`src/hw/rtl/aoc_pkg.sv`:
```
package aoc_pkg;

   localparam int PIX_W      = 32;
   localparam int CSR_IDX_W  = 3;
   localparam int CSR_DATA_W = 14;
   localparam int POS_W      = 14;
   localparam int SIZE_W     = 13;
   localparam int GALPHA_W   = 9;

   localparam logic [CSR_IDX_W-1:0] CSR_OVERLAY_X      = 3'd0;
   localparam logic [CSR_IDX_W-1:0] CSR_OVERLAY_Y      = 3'd1;
   localparam logic [CSR_IDX_W-1:0] CSR_OVERLAY_WIDTH  = 3'd2;
   localparam logic [CSR_IDX_W-1:0] CSR_OVERLAY_HEIGHT = 3'd3;
   localparam logic [CSR_IDX_W-1:0] CSR_FRAME_WIDTH    = 3'd4;
   localparam logic [CSR_IDX_W-1:0] CSR_FRAME_HEIGHT   = 3'd5;
   localparam logic [CSR_IDX_W-1:0] CSR_GLOBAL_ALPHA   = 3'd6;
   localparam logic [CSR_IDX_W-1:0] CSR_ALPHA_LAST     = 3'd7;

   localparam logic [GALPHA_W-1:0] ALPHA_ONE    = 9'd256;
   localparam logic [7:0]          ALPHA_OPAQUE = 8'hff;

   typedef struct packed {
      logic signed [POS_W-1:0] overlay_x;
      logic signed [POS_W-1:0] overlay_y;
      logic [SIZE_W-1:0]       overlay_width;
      logic [SIZE_W-1:0]       overlay_height;
      logic [SIZE_W-1:0]       frame_width;
      logic [SIZE_W-1:0]       frame_height;
      logic [GALPHA_W-1:0]     global_alpha;
      logic                    alpha_last;
   } cfg_type;

   // one classified pixel on its way from front to back
   typedef struct packed {
      logic [PIX_W-1:0] frame_pixel;
      logic [PIX_W-1:0] overlay_pixel;
      logic             in_overlay;
      logic             blend;
      logic             frame_end;
   } item_type;

endpackage

```
`src/hw/rtl/aoc_csr.sv`:
```
module aoc_csr (
   input  logic                            clock,
   input  logic                            reset,
   input  logic                            csr_write,
   input  logic [aoc_pkg::CSR_IDX_W-1:0]   csr_index,
   input  logic [aoc_pkg::CSR_DATA_W-1:0]  csr_wdata,
   output aoc_pkg::cfg_type                cfg
);
   import aoc_pkg::*;

   cfg_type cfg_ff;
   cfg_type cfg_in;

   always_comb begin
      cfg_in = cfg_ff;
      if (csr_write) begin
         unique case (csr_index)
            CSR_OVERLAY_X:      cfg_in.overlay_x      = signed'(csr_wdata[POS_W-1:0]);
            CSR_OVERLAY_Y:      cfg_in.overlay_y      = signed'(csr_wdata[POS_W-1:0]);
            CSR_OVERLAY_WIDTH:  cfg_in.overlay_width  = csr_wdata[SIZE_W-1:0];
            CSR_OVERLAY_HEIGHT: cfg_in.overlay_height = csr_wdata[SIZE_W-1:0];
            CSR_FRAME_WIDTH:    cfg_in.frame_width    = csr_wdata[SIZE_W-1:0];
            CSR_FRAME_HEIGHT:   cfg_in.frame_height   = csr_wdata[SIZE_W-1:0];
            CSR_GLOBAL_ALPHA:   cfg_in.global_alpha   = csr_wdata[GALPHA_W-1:0];
            CSR_ALPHA_LAST:     cfg_in.alpha_last     = csr_wdata[0];
            default:            cfg_in = cfg_ff;
         endcase
      end
   end

   always_ff @(posedge clock) begin
      if (reset) begin
         cfg_ff.overlay_x      <= '0;
         cfg_ff.overlay_y      <= '0;
         cfg_ff.overlay_width  <= '0;
         cfg_ff.overlay_height <= '0;
         cfg_ff.frame_width    <= SIZE_W'(1);
         cfg_ff.frame_height   <= SIZE_W'(1);
         cfg_ff.global_alpha   <= ALPHA_ONE;
         cfg_ff.alpha_last     <= 1'b0;
      end else begin
         cfg_ff <= cfg_in;
      end
   end

   assign cfg = cfg_ff;

endmodule

```
`src/hw/rtl/aoc_front.sv`:
```
module aoc_front #(
   parameter int MAX_WIDTH  = 4096,
   parameter int MAX_HEIGHT = 4096
) (
   input  logic                        clock,
   input  logic                        reset,
   input  aoc_pkg::cfg_type            cfg,
   input  logic                        req_valid,
   output logic                        req_stall,
   input  logic [aoc_pkg::PIX_W-1:0]   req_frame_pixel,
   input  logic [aoc_pkg::PIX_W-1:0]   req_overlay_pixel,
   input  logic                        q_full,
   output logic                        q_push,
   output aoc_pkg::item_type           q_push_item
);
   import aoc_pkg::*;

   localparam int CW = $clog2(MAX_WIDTH);
   localparam int RW = $clog2(MAX_HEIGHT);
   localparam int MW = (CW > RW) ? CW : RW;
   // geometry math width: covers counters, sizes and sign
   localparam int GW = (MW + 2 > 16) ? MW + 2 : 16;

   logic [CW-1:0] col_ff, col_in;
   logic [RW-1:0] row_ff, row_in;

   logic [GW-1:0]        fw, fh;
   logic signed [GW-1:0] col_s, row_s;
   logic signed [GW-1:0] x_start, x_end, y_start, y_end;
   logic                 in_x, in_y, in_ov, row_end, frm_end, g_nonzero;

   always_comb begin
      priority if (cfg.frame_width == '0)
         fw = GW'(1);
      else if (GW'(cfg.frame_width) > GW'(MAX_WIDTH))
         fw = GW'(MAX_WIDTH);
      else
         fw = GW'(cfg.frame_width);

      priority if (cfg.frame_height == '0)
         fh = GW'(1);
      else if (GW'(cfg.frame_height) > GW'(MAX_HEIGHT))
         fh = GW'(MAX_HEIGHT);
      else
         fh = GW'(cfg.frame_height);
   end

   always_comb begin
      col_s   = signed'(GW'(col_ff));
      row_s   = signed'(GW'(row_ff));
      x_start = GW'(cfg.overlay_x);
      y_start = GW'(cfg.overlay_y);
      x_end   = x_start + signed'(GW'(cfg.overlay_width));
      y_end   = y_start + signed'(GW'(cfg.overlay_height));
      in_x    = (col_s >= x_start) && (col_s < x_end) && (GW'(col_ff) < fw);
      in_y    = (row_s >= y_start) && (row_s < y_end) && (GW'(row_ff) < fh);
      in_ov   = in_x && in_y;
      row_end = (GW'(col_ff) + GW'(1)) >= fw;
      frm_end = row_end && ((GW'(row_ff) + GW'(1)) >= fh);
      g_nonzero = cfg.global_alpha != '0;
   end

   assign req_stall = q_full;
   assign q_push    = req_valid && !q_full;

   always_comb begin
      q_push_item.frame_pixel   = req_frame_pixel;
      q_push_item.overlay_pixel = req_overlay_pixel;
      q_push_item.in_overlay    = in_ov;
      q_push_item.blend         = in_ov && g_nonzero;
      q_push_item.frame_end     = frm_end;
   end

   // counters past a shrunken frame size wrap on the next beat
   always_comb begin
      col_in = col_ff;
      row_in = row_ff;
      if (q_push) begin
         if (row_end) begin
            col_in = '0;
            row_in = frm_end ? '0 : row_ff + RW'(1);
         end else begin
            col_in = col_ff + CW'(1);
         end
      end
   end

   always_ff @(posedge clock) begin
      if (reset) begin
         col_ff <= '0;
         row_ff <= '0;
      end else begin
         col_ff <= col_in;
         row_ff <= row_in;
      end
   end

endmodule

```
`src/hw/rtl/aoc_queue.sv`:
```
module aoc_queue (
   input  logic               clock,
   input  logic               reset,
   input  logic               push,
   input  aoc_pkg::item_type  push_item,
   output logic               full,
   input  logic               pop,
   output logic               pop_valid,
   output aoc_pkg::item_type  pop_item
);
   import aoc_pkg::*;

   // two-entry queue
   item_type    slot0_ff, slot1_ff;
   logic        wr_ptr_ff, wr_ptr_in;
   logic        rd_ptr_ff, rd_ptr_in;
   logic [1:0]  count_ff, count_in;

   assign full      = count_ff == 2'd2;
   assign pop_valid = count_ff != 2'd0;
   assign pop_item  = rd_ptr_ff ? slot1_ff : slot0_ff;

   always_comb begin
      wr_ptr_in = push ? ~wr_ptr_ff : wr_ptr_ff;
      rd_ptr_in = pop  ? ~rd_ptr_ff : rd_ptr_ff;
      count_in  = count_ff;
      unique case ({push, pop})
         2'b10:   count_in = count_ff + 2'd1;
         2'b01:   count_in = count_ff - 2'd1;
         default: count_in = count_ff;
      endcase
   end

   always_ff @(posedge clock) begin
      if (reset) begin
         wr_ptr_ff <= 1'b0;
         rd_ptr_ff <= 1'b0;
         count_ff  <= 2'd0;
      end else begin
         wr_ptr_ff <= wr_ptr_in;
         rd_ptr_ff <= rd_ptr_in;
         count_ff  <= count_in;
      end
   end

   always_ff @(posedge clock) begin
      if (push && !wr_ptr_ff) slot0_ff <= push_item;
      if (push &&  wr_ptr_ff) slot1_ff <= push_item;
   end

endmodule

```
`src/hw/rtl/aoc_back.sv`:
```
module aoc_back (
   input  logic                        clock,
   input  logic                        reset,
   input  aoc_pkg::cfg_type            cfg,
   input  logic                        q_valid,
   input  aoc_pkg::item_type           q_item,
   output logic                        q_pop,
   output logic                        rsp_valid,
   input  logic                        rsp_stall,
   output logic [aoc_pkg::PIX_W-1:0]   rsp_pixel_out,
   output logic                        rsp_in_overlay,
   output logic                        rsp_frame_end
);
   import aoc_pkg::*;

   logic                s1_valid_ff;
   item_type            s1_item_ff;
   logic [7:0]          s1_alpha_ff, s1_alpha_in;

   logic                out_valid_ff;
   logic [PIX_W-1:0]    out_pixel_ff, out_pixel_in;
   logic                out_in_ov_ff, out_frm_end_ff;

   logic                out_ready, s1_ready;
   logic [GALPHA_W-1:0] g_sat;
   logic [7:0]          ovl_alpha;
   logic [16:0]         alpha_prod;
   logic [GALPHA_W-1:0] inv_alpha;
   logic [16:0]         mix_sum [4];
   logic [7:0]          d_byte  [4];
   logic [7:0]          s_byte  [4];
   logic                is_alpha[4];

   assign out_ready = !out_valid_ff || !rsp_stall;
   assign s1_ready  = !s1_valid_ff || out_ready;
   assign q_pop     = q_valid && s1_ready;

   // stage 1: effective alpha
   always_comb begin
      g_sat       = (cfg.global_alpha > ALPHA_ONE) ? ALPHA_ONE : cfg.global_alpha;
      ovl_alpha   = cfg.alpha_last ? q_item.overlay_pixel[7:0] : q_item.overlay_pixel[31:24];
      alpha_prod  = 17'(ovl_alpha) * 17'(g_sat);
      s1_alpha_in = alpha_prod[15:8];
   end

   // stage 2: per-byte blend with the alpha byte forced opaque, or frame pixel unchanged when not blending
   always_comb begin
      inv_alpha    = ALPHA_ONE - GALPHA_W'(s1_alpha_ff);
      out_pixel_in = s1_item_ff.frame_pixel;
      for (int k = 0; k < 4; k++) begin
         d_byte[k]   = s1_item_ff.frame_pixel[k*8 +: 8];
         s_byte[k]   = s1_item_ff.overlay_pixel[k*8 +: 8];
         is_alpha[k] = cfg.alpha_last ? (k == 0) : (k == 3);
         mix_sum[k]  = 17'(d_byte[k]) * 17'(inv_alpha) + 17'(s_byte[k]) * 17'(s1_alpha_ff);
         if (s1_item_ff.blend)
            out_pixel_in[k*8 +: 8] = is_alpha[k] ? ALPHA_OPAQUE : mix_sum[k][15:8];
      end
   end

   always_ff @(posedge clock) begin
      if (reset) begin
         s1_valid_ff  <= 1'b0;
         out_valid_ff <= 1'b0;
      end else begin
         if (s1_ready)  s1_valid_ff  <= q_valid;
         if (out_ready) out_valid_ff <= s1_valid_ff;
      end
   end

   always_ff @(posedge clock) begin
      if (q_pop) begin
         s1_item_ff  <= q_item;
         s1_alpha_ff <= s1_alpha_in;
      end
      if (out_ready && s1_valid_ff) begin
         out_pixel_ff   <= out_pixel_in;
         out_in_ov_ff   <= s1_item_ff.in_overlay;
         out_frm_end_ff <= s1_item_ff.frame_end;
      end
   end

   assign rsp_valid      = out_valid_ff;
   assign rsp_pixel_out  = out_pixel_ff;
   assign rsp_in_overlay = out_in_ov_ff;
   assign rsp_frame_end  = out_frm_end_ff;

endmodule

```
`src/hw/rtl/argb_overlay_alpha_compositor.sv`:
```
// Path of a beat: queue write at the edge that accepts it, then alpha multiply stage,
//   then blend stage into the output register.
// Throughput: 1 beat per cycle; a stalled output backs up through the two-entry
//   queue, and req_stall rises when that queue is full.
// Reset (synchronous, active high): counters to column 0 / row 0, queue and
//   pipeline emptied, registers to their defaults (frame 1x1, global alpha 256).
module argb_overlay_alpha_compositor #(
   parameter int MAX_WIDTH  = 4096,
   parameter int MAX_HEIGHT = 4096
) (
   input  logic                            clock,
   input  logic                            reset,
   input  logic                            req_valid,
   output logic                            req_stall,
   input  logic [aoc_pkg::PIX_W-1:0]       req_frame_pixel,
   input  logic [aoc_pkg::PIX_W-1:0]       req_overlay_pixel,
   output logic                            rsp_valid,
   input  logic                            rsp_stall,
   output logic [aoc_pkg::PIX_W-1:0]       rsp_pixel_out,
   output logic                            rsp_in_overlay,
   output logic                            rsp_frame_end,
   input  logic                            csr_write,
   input  logic [aoc_pkg::CSR_IDX_W-1:0]   csr_index,
   input  logic [aoc_pkg::CSR_DATA_W-1:0]  csr_wdata
);
   import aoc_pkg::*;

   cfg_type  cfg;
   logic     q_full, q_push, q_pop, q_valid;
   item_type q_push_item, q_item;

   aoc_csr u_csr (
      .clock     (clock),
      .reset     (reset),
      .csr_write (csr_write),
      .csr_index (csr_index),
      .csr_wdata (csr_wdata),
      .cfg       (cfg)
   );

   aoc_front #(
      .MAX_WIDTH  (MAX_WIDTH),
      .MAX_HEIGHT (MAX_HEIGHT)
   ) u_front (
      .clock             (clock),
      .reset             (reset),
      .cfg               (cfg),
      .req_valid         (req_valid),
      .req_stall         (req_stall),
      .req_frame_pixel   (req_frame_pixel),
      .req_overlay_pixel (req_overlay_pixel),
      .q_full            (q_full),
      .q_push            (q_push),
      .q_push_item       (q_push_item)
   );

   aoc_queue u_queue (
      .clock     (clock),
      .reset     (reset),
      .push      (q_push),
      .push_item (q_push_item),
      .full      (q_full),
      .pop       (q_pop),
      .pop_valid (q_valid),
      .pop_item  (q_item)
   );

   aoc_back u_back (
      .clock          (clock),
      .reset          (reset),
      .cfg            (cfg),
      .q_valid        (q_valid),
      .q_item         (q_item),
      .q_pop          (q_pop),
      .rsp_valid      (rsp_valid),
      .rsp_stall      (rsp_stall),
      .rsp_pixel_out  (rsp_pixel_out),
      .rsp_in_overlay (rsp_in_overlay),
      .rsp_frame_end  (rsp_frame_end)
   );

endmodule
```
`config.mk`:
```
export PLATFORM = sky130hd
export DESIGN_NAME = argb_overlay_alpha_compositor
export DESIGN_NICKNAME = d
export VERILOG_FILES = /design/src/hw/rtl/aoc_pkg.sv /design/src/hw/rtl/aoc_csr.sv /design/src/hw/rtl/aoc_front.sv /design/src/hw/rtl/aoc_queue.sv /design/src/hw/rtl/aoc_back.sv /design/src/hw/rtl/argb_overlay_alpha_compositor.sv
export SDC_FILE = /design/constraint.sdc
export NUM_CORES = 2
export LEC_CHECK = 0
export BUFFER_PORTS_ARGS = -buffer_cell sky130_fd_sc_hd__buf_4
export CORE_ASPECT_RATIO = 1.75
export CORE_MARGIN = 10
export CORE_UTILIZATION = 59
export CTS_CLUSTER_DIAMETER = 50
export DETAILED_ROUTE_END_ITERATION = 10
export PLACE_DENSITY_LB_ADDON = 0.12
export SLEW_MARGIN = 20
export SYNTH_ARGS = -nofsm -noshare
export SYNTH_HDL_FRONTEND = slang
export SYNTH_SLANG_ARGS = --single-unit
```
`constraint.sdc`:
```
create_clock -name clock -period 7.8 [get_ports clock]
set_input_delay 0.39 -clock clock [delete_from_list [all_inputs] [get_ports clock]]
set_output_delay 0.39 -clock clock [all_outputs]
set_load 0.03 [all_outputs]
```
**Yosys cells after proc, flatten, opt, wreduce, memory -nomap -nowiden**

Index checks and enable logic that the tools add are counted.

- Flip-flop bits (word level): 363
- Input port bits: 86
- Output and inout bits: 36

- Add/subtract/negate cells: 13
- $mul: 9
- Magnitude comparators: 11
- Equality and inequality tests: 10
- Muxes and demuxes: 17
- Bitwise gates (word level): 2
- Reductions and logical operators: 34

Operators with widths:

| operator | count |
|---|---|
| $mul 8x9->16 | 5 |
| $mux 67 | 1 |
| $add 16x16->16 | 4 |
| $mul 8x8->16 | 4 |
| $mux 8 | 7 |
| $ge 16x16->1 | 2 |
| $lt 12x16->1 | 2 |
| $lt 13x16->1 | 2 |
| $mux 16 | 2 |
| $add 14x14->15 | 2 |
| $ge 13x14->1 | 2 |
| $add 12x1->13 const B | 2 |
| $gt 13x13->1 const B | 2 |
| $logic_not 13->1 | 2 |
| $mux 13 | 2 |
| $add 12x1->12 const B | 2 |
| $mux 12 | 2 |
| $reduce_and 2->1 | 9 |
| $eq 3x3->1 const B | 4 |
| $logic_and 1x1->1 | 12 |
| $gt 9x9->1 const B | 1 |
| $mux 9 | 1 |
| $reduce_bool 9->1 | 1 |
| $sub 9x8->9 const A | 1 |
| other kinds (13) | 22 |

**Logic depth before layout (Yosys ltp)**

- Depth after elaboration: 7
- Gate-level depth with buffers: 27
- Mapped depth without buffers: 25

**By module**

From an unflattened synthesis, not the netlist that was laid out.

- Cell total of the unflattened synthesis: 3705
- Area total of the unflattened synthesis: 37753.7 µm²

By module, submodules not included:

| module | instances | cells an instance | area each (µm²) | seq. area each (µm²) |
|---|---|---|---|---|
| aoc_back | 1 | 2483 | 23800.3 | 3313.2 |
| aoc_front | 1 | 672 | 5341.4 | 480.5 |
| aoc_queue | 1 | 229 | 5021.1 | 4103.9 |
| aoc_csr | 1 | 321 | 3590.9 | 1801.7 |

**Worst setup path before layout**

Ideal clock, no wire load.

- Kind: reg2reg
- Start point: register u_back.s1_alpha_ff[0]
- End point: register u_back.out_pixel_ff[23] (netlist: u_back.rsp_pixel_out[23]), data pin
- Library setup time: 257 ps
- Arrival: 6988 ps
- Data required time: 7543 ps
- Path slack: 556 ps
- Cell stages (with the launch flop): 27
- Cell sequence: edfxtp_1 > clkbuf_1 > inv_1 > ha_1 > nand2_1 > or3_1 > nor3_1 > clkbuf_1 > clkbuf_1 > nand2_1 > fa_1 > fa_1 > inv_1 > fa_1 > fa_1 > fa_1 > inv_1 > fa_1 > inv_1 > ha_1 > and2_1 > a22o_1 > a311o_1 > a31oi_1 > xnor2_1 > o21ai_0 > a32o_1

- Word-level cells in the longest chain between the ends: 4

Ends and longest elaborated chain:

| what | RTL line | RTL |
|---|---|---|
| start, declared | aoc_back.sv:18 | `logic [7:0] s1_alpha_ff, s1_alpha_in;` |
| start signal, assigned | aoc_back.sv:73 | `s1_alpha_ff <= s1_alpha_in;` |
| $sub 9x8->9 | aoc_back.sv:48 | `inv_alpha = ALPHA_ONE - GALPHA_W'(s1_alpha_ff);` |
| $mul 8x9->16 | aoc_back.sv:54 | `mix_sum[k] = 17'(d_byte[k]) * 17'(inv_alpha) + 17'(s_byte[k]) * 17'(s1_alpha_ff);` |
| $add 16x16->16 (*) | aoc_back.sv:54 |  |
| $mux 8 (*) | aoc_back.sv:55 | `if (s1_item_ff.blend)` |
| net u_back.out_pixel_in[23] | aoc_back.sv:21 | `logic [PIX_W-1:0] out_pixel_ff, out_pixel_in;` |
| end signal, assigned | aoc_back.sv:76 | `out_pixel_ff <= out_pixel_in;` |
| end, declared | aoc_back.sv:21 |  |

The timed path passes the listed nets; every way through them passes the cells marked *.
A chain may end at the register's enable or synchronous reset.

**Worst setup path after layout**

- Start point: register u_back.s1_alpha_ff[3]
- End point: register u_back.out_pixel_ff[31] (netlist: u_back.rsp_pixel_out[31]), data pin

- Word-level cells in the longest chain between the ends: 5

Ends and longest elaborated chain:

| what | RTL line | RTL |
|---|---|---|
| $sub 9x8->9 | aoc_back.sv:48 |  |
| $mul 8x9->16 | aoc_back.sv:54 |  |
| $add 16x16->16 (*) | aoc_back.sv:54 |  |
| $mux 8 (*) | aoc_back.sv:56 | `out_pixel_in[k*8 +: 8] = is_alpha[k] ? ALPHA_OPAQUE : mix_sum[k][15:8];` |
| $mux 8 (*) | aoc_back.sv:55 |  |
| net u_back.out_pixel_in[31] | aoc_back.sv:21 |  |

Marks and branches as above.

==> qor.csv <==
metric;value;unit
portBuffers;121;
num_vias;25900;
layout-drive-gt1-share;8.59;%
crit_family;adder cells;
cts.sinks;363;
die_area;72400;sq um
cts_tree;built;
io_pins;122;
synth_compound_area_share;6.32;%
max_slew_margin;34.0;%
first_global_vias;28200;
min_path_type;input port to flip-flop;
synth_edf_count;243;
grt_overflow;0;
synth_seq_area_share;26.6;%
postSynthCellCount;3706;
synthArstFlopShare;0;%
initial_core_util;59.6;%
rows;120;
ant_nets;0;
cts_buffer_depth;3;
root_buffer;clkbuf_16;
die_h;349;um
grt_max_degree;70;
grt_pass1_wl;146;mm
finalClockSkew;0.0197;ns
syn-cell-area;36400;sq um
cts_setup_buffers;0;
final_area;40300;sq um
vias_per_cell;5.54;
grt_usage;25.4;%
first_pass_iters;7;
insertion_delay;0.60;ns
synth_fp_nets;4632;
die-width;208;um
synth_xor_area_share;2.69;%
max_stage_delay;0.54;ns
cp_max_fo;20;
dpl_cell_area;38200;sq um
antenna-diode-count;0;
syn_area_per_cell;9.82;sq um
dpl.hpwl;70.8;mm
cp-end-kind;flip-flop;
fill_cells;5019;
place_congestion;0.907;
drtIter0Drc;1170;
ys_types;70;
synthSimpleGateAreaFrac;15.2;%
wl_per_cell;19.5;um
synthAdderAreaFrac;38.0;%
finalWorstSetupSlack;0.575;ns
h-tree-depth;2;
numCtsBuffers;42;
dp_slack;0.602;ns
period_share;92.6;%
status;finished clean;
cts.clk_slew.worst_paths;0.06;ns
core_area;61100;sq um
fin_crit;7.22;ns
cp_num_buf_inv;5;
synth.area.mux_share;2.72;%
finalHoldViolations;0;
ys.flop_type;edfxtp_1;
post_cts_resize_count;0;
cp_slowest_cell;fa_1;
required;8.14;ns
crit_arrival;7.56;ns
worst_slew_pin_slew;0.987;ns
ys_warn_count;0;
ys_ff_latch;363;
final.setup.tns;0;ns
drv_slew;0;
cpMostUsedCell;fa_1;
drv_cap;0;
fmax;138;MHz
criticalPathCategory;flip-flop to flip-flop;
cp_cell_sequence;nor2_1 > nand3_1 > nor4_1 > xnor2_2 > buf_12 > and2_1 > fa_1 > inv_1 > fa_1 > inv_1 > fa_1 > fa_1 > fa_1 > inv_1 > fa_1 > inv_1 > ha_1 > or2_2 > a21oi_1 > a31oi_1 > or4_1 > nand3_1 > mux2i_1 > nor2_1;
grt_setup_unrepaired;false;
setup_viol_count_final;0;
antenna_found_initial;0;
area_growth;10.7;%
wl;90.9;mm
whs;0.0635;ns
drc;0;
synth_top_family_by_area;adder cells;
fin_nets;4768;
start_kind;flip-flop;
-- synth_stat cells (11+ instances only) --
| cell type | count | area share [%] |
|---|---|---|
| a31oi_1 | 11 | 0.19 |
| inv_1 | 678 | 7.0 |
| a21o_1 | 36 | 0.74 |
| xor2_1 | 47 | 1.1 |
| edfxtp_1 | 243 | 20 |
| mux2_2 | 75 | 2.3 |
| nor2b_1 | 21 | 0.36 |
| clkbuf_1 | 114 | 1.2 |
| and2_1 | 366 | 6.3 |
| nand2_1 | 483 | 5.0 |
| nand4_1 | 18 | 0.31 |
| nor3_1 | 42 | 0.58 |
| xnor2_1 | 65 | 1.6 |
| ha_1 | 398 | 14 |
| nand3_1 | 28 | 0.38 |
| o21a_1 | 18 | 0.37 |
| nor2_1 | 81 | 0.84 |
| fa_1 | 442 | 24 |
| buf_1 | 22 | 0.23 |
| and3_1 | 22 | 0.38 |
| a21oi_1 | 160 | 2.2 |
| dfxtp_1 | 120 | 6.6 |
| o21ai_0 | 54 | 0.74 |
| nand2b_1 | 17 | 0.29 |
-- cells in the final DEF, fill, tap and decap left out, types with 5 or more instances in the layout --
cell type      count
dfxtp_1          119
o21ai_0           54
clkinv_1           7
a211oi_1           9
nor3_1            40
buf_4            163
edfxtp_1         243
a21oi_1          160
dlygate4sd3_1     64
bufinv_16          5
mux2_2            75
a21boi_0           8
a21o_1            36
o31ai_1            5
ha_1             398
nand3_1           28
and3_1            21
inv_1            678
xor2_1            45
mux2i_1           10
a31oi_1           11
nor2_1            80
or3_1             10
nor2b_1           20
o22a_1             8
clkbuf_16         42
or2_2              6
and2_1           366
o21a_1            18
fa_1             442
nand2_1          483
nand4_1           18
nor4_1            10
xnor2_1           61
a2111oi_0          7
inv_6              5
nand2b_1          17
-- cells by family after synthesis --
| logic type | after synthesis |
|---|---|
| compound gates | 368 |
| xor+xnor | 112 |
| fa+ha+maj | 840 |
| flops | 363 |
| buf+inv | 816 |
| mux | 87 |
| simple gates | 1120 |
-- routing by layer --
layer / share of wire, % / vias to the layer above / global-route usage (%)
li1: - / 12100 / -
met1: 35 / 12900 / 25.5
met5: 0 / - / 0
met2: 56 / 634 / 49.5
met4: 5.8 / 0 / 13.7
met3: 3.9 / 266 / 2.93
-- metrics by stage --
stage	utilization [%]	std cells
floorplan	-	3706
global placement	62.6	4527
detailed placement	62.6	4527
CTS	66.0	4668
global route	66.0	4668
finish	66.0	4668
-- state kept, by name (all words and copies together), names as in the netlist, 2 cells and up --
name / count
u_back.d_byte: 32
u_back.rsp_pixel_out: 32
u_back.s1_alpha_ff: 8
u_back.s1_item_ff: 35
u_csr.cfg: 90
u_front.col_ff: 12
u_front.row_ff: 12
u_queue.count_ff: 2
u_queue.slot0_ff: 67
u_queue.slot1_ff: 67
-- final cells by class --
cell class / instances / area [sq um] / area share [%]
clock inverters: 29 / 352 / 0.872
multi-input cells: 2527 / 23700 / 58.8
inverters: 679 / 2550 / 6.32
repair buffers: 229 / 1900 / 4.72
flip-flops and latches: 363 / 9700 / 24.1
clock buffers: 48 / 1090 / 2.71
well taps: 793 / 992 / 2.46
-- timing repair --
item                                    CTS  global route
endpoints found under the setup margin    0             0
endpoints found under the hold margin   128             0
hold buffers                             64             0
-- final timing paths --
path	from	to	slack [ns]	cells past startpoint
max	u_back.s1_alpha_ff[3]	u_back.rsp_pixel_out[31]	0.58	24
min	csr_wdata[13]	u_csr.cfg[89]	0.06	3
max reg2reg	u_back.s1_alpha_ff[3]	u_back.rsp_pixel_out[31]	0.58	24
min reg2reg	u_back.s1_item_ff[0]	u_back.rsp_frame_end	0.43	0
-- worst min-delay path, stage by stage --
cell     delay (ns)
buf_4          0.12
nand2_1        0.05
a21oi_1        0.05
Power is left out: the tool's default activity adds up to more than one toggle a clock period on the data nets, which glitch-free logic cannot reach.
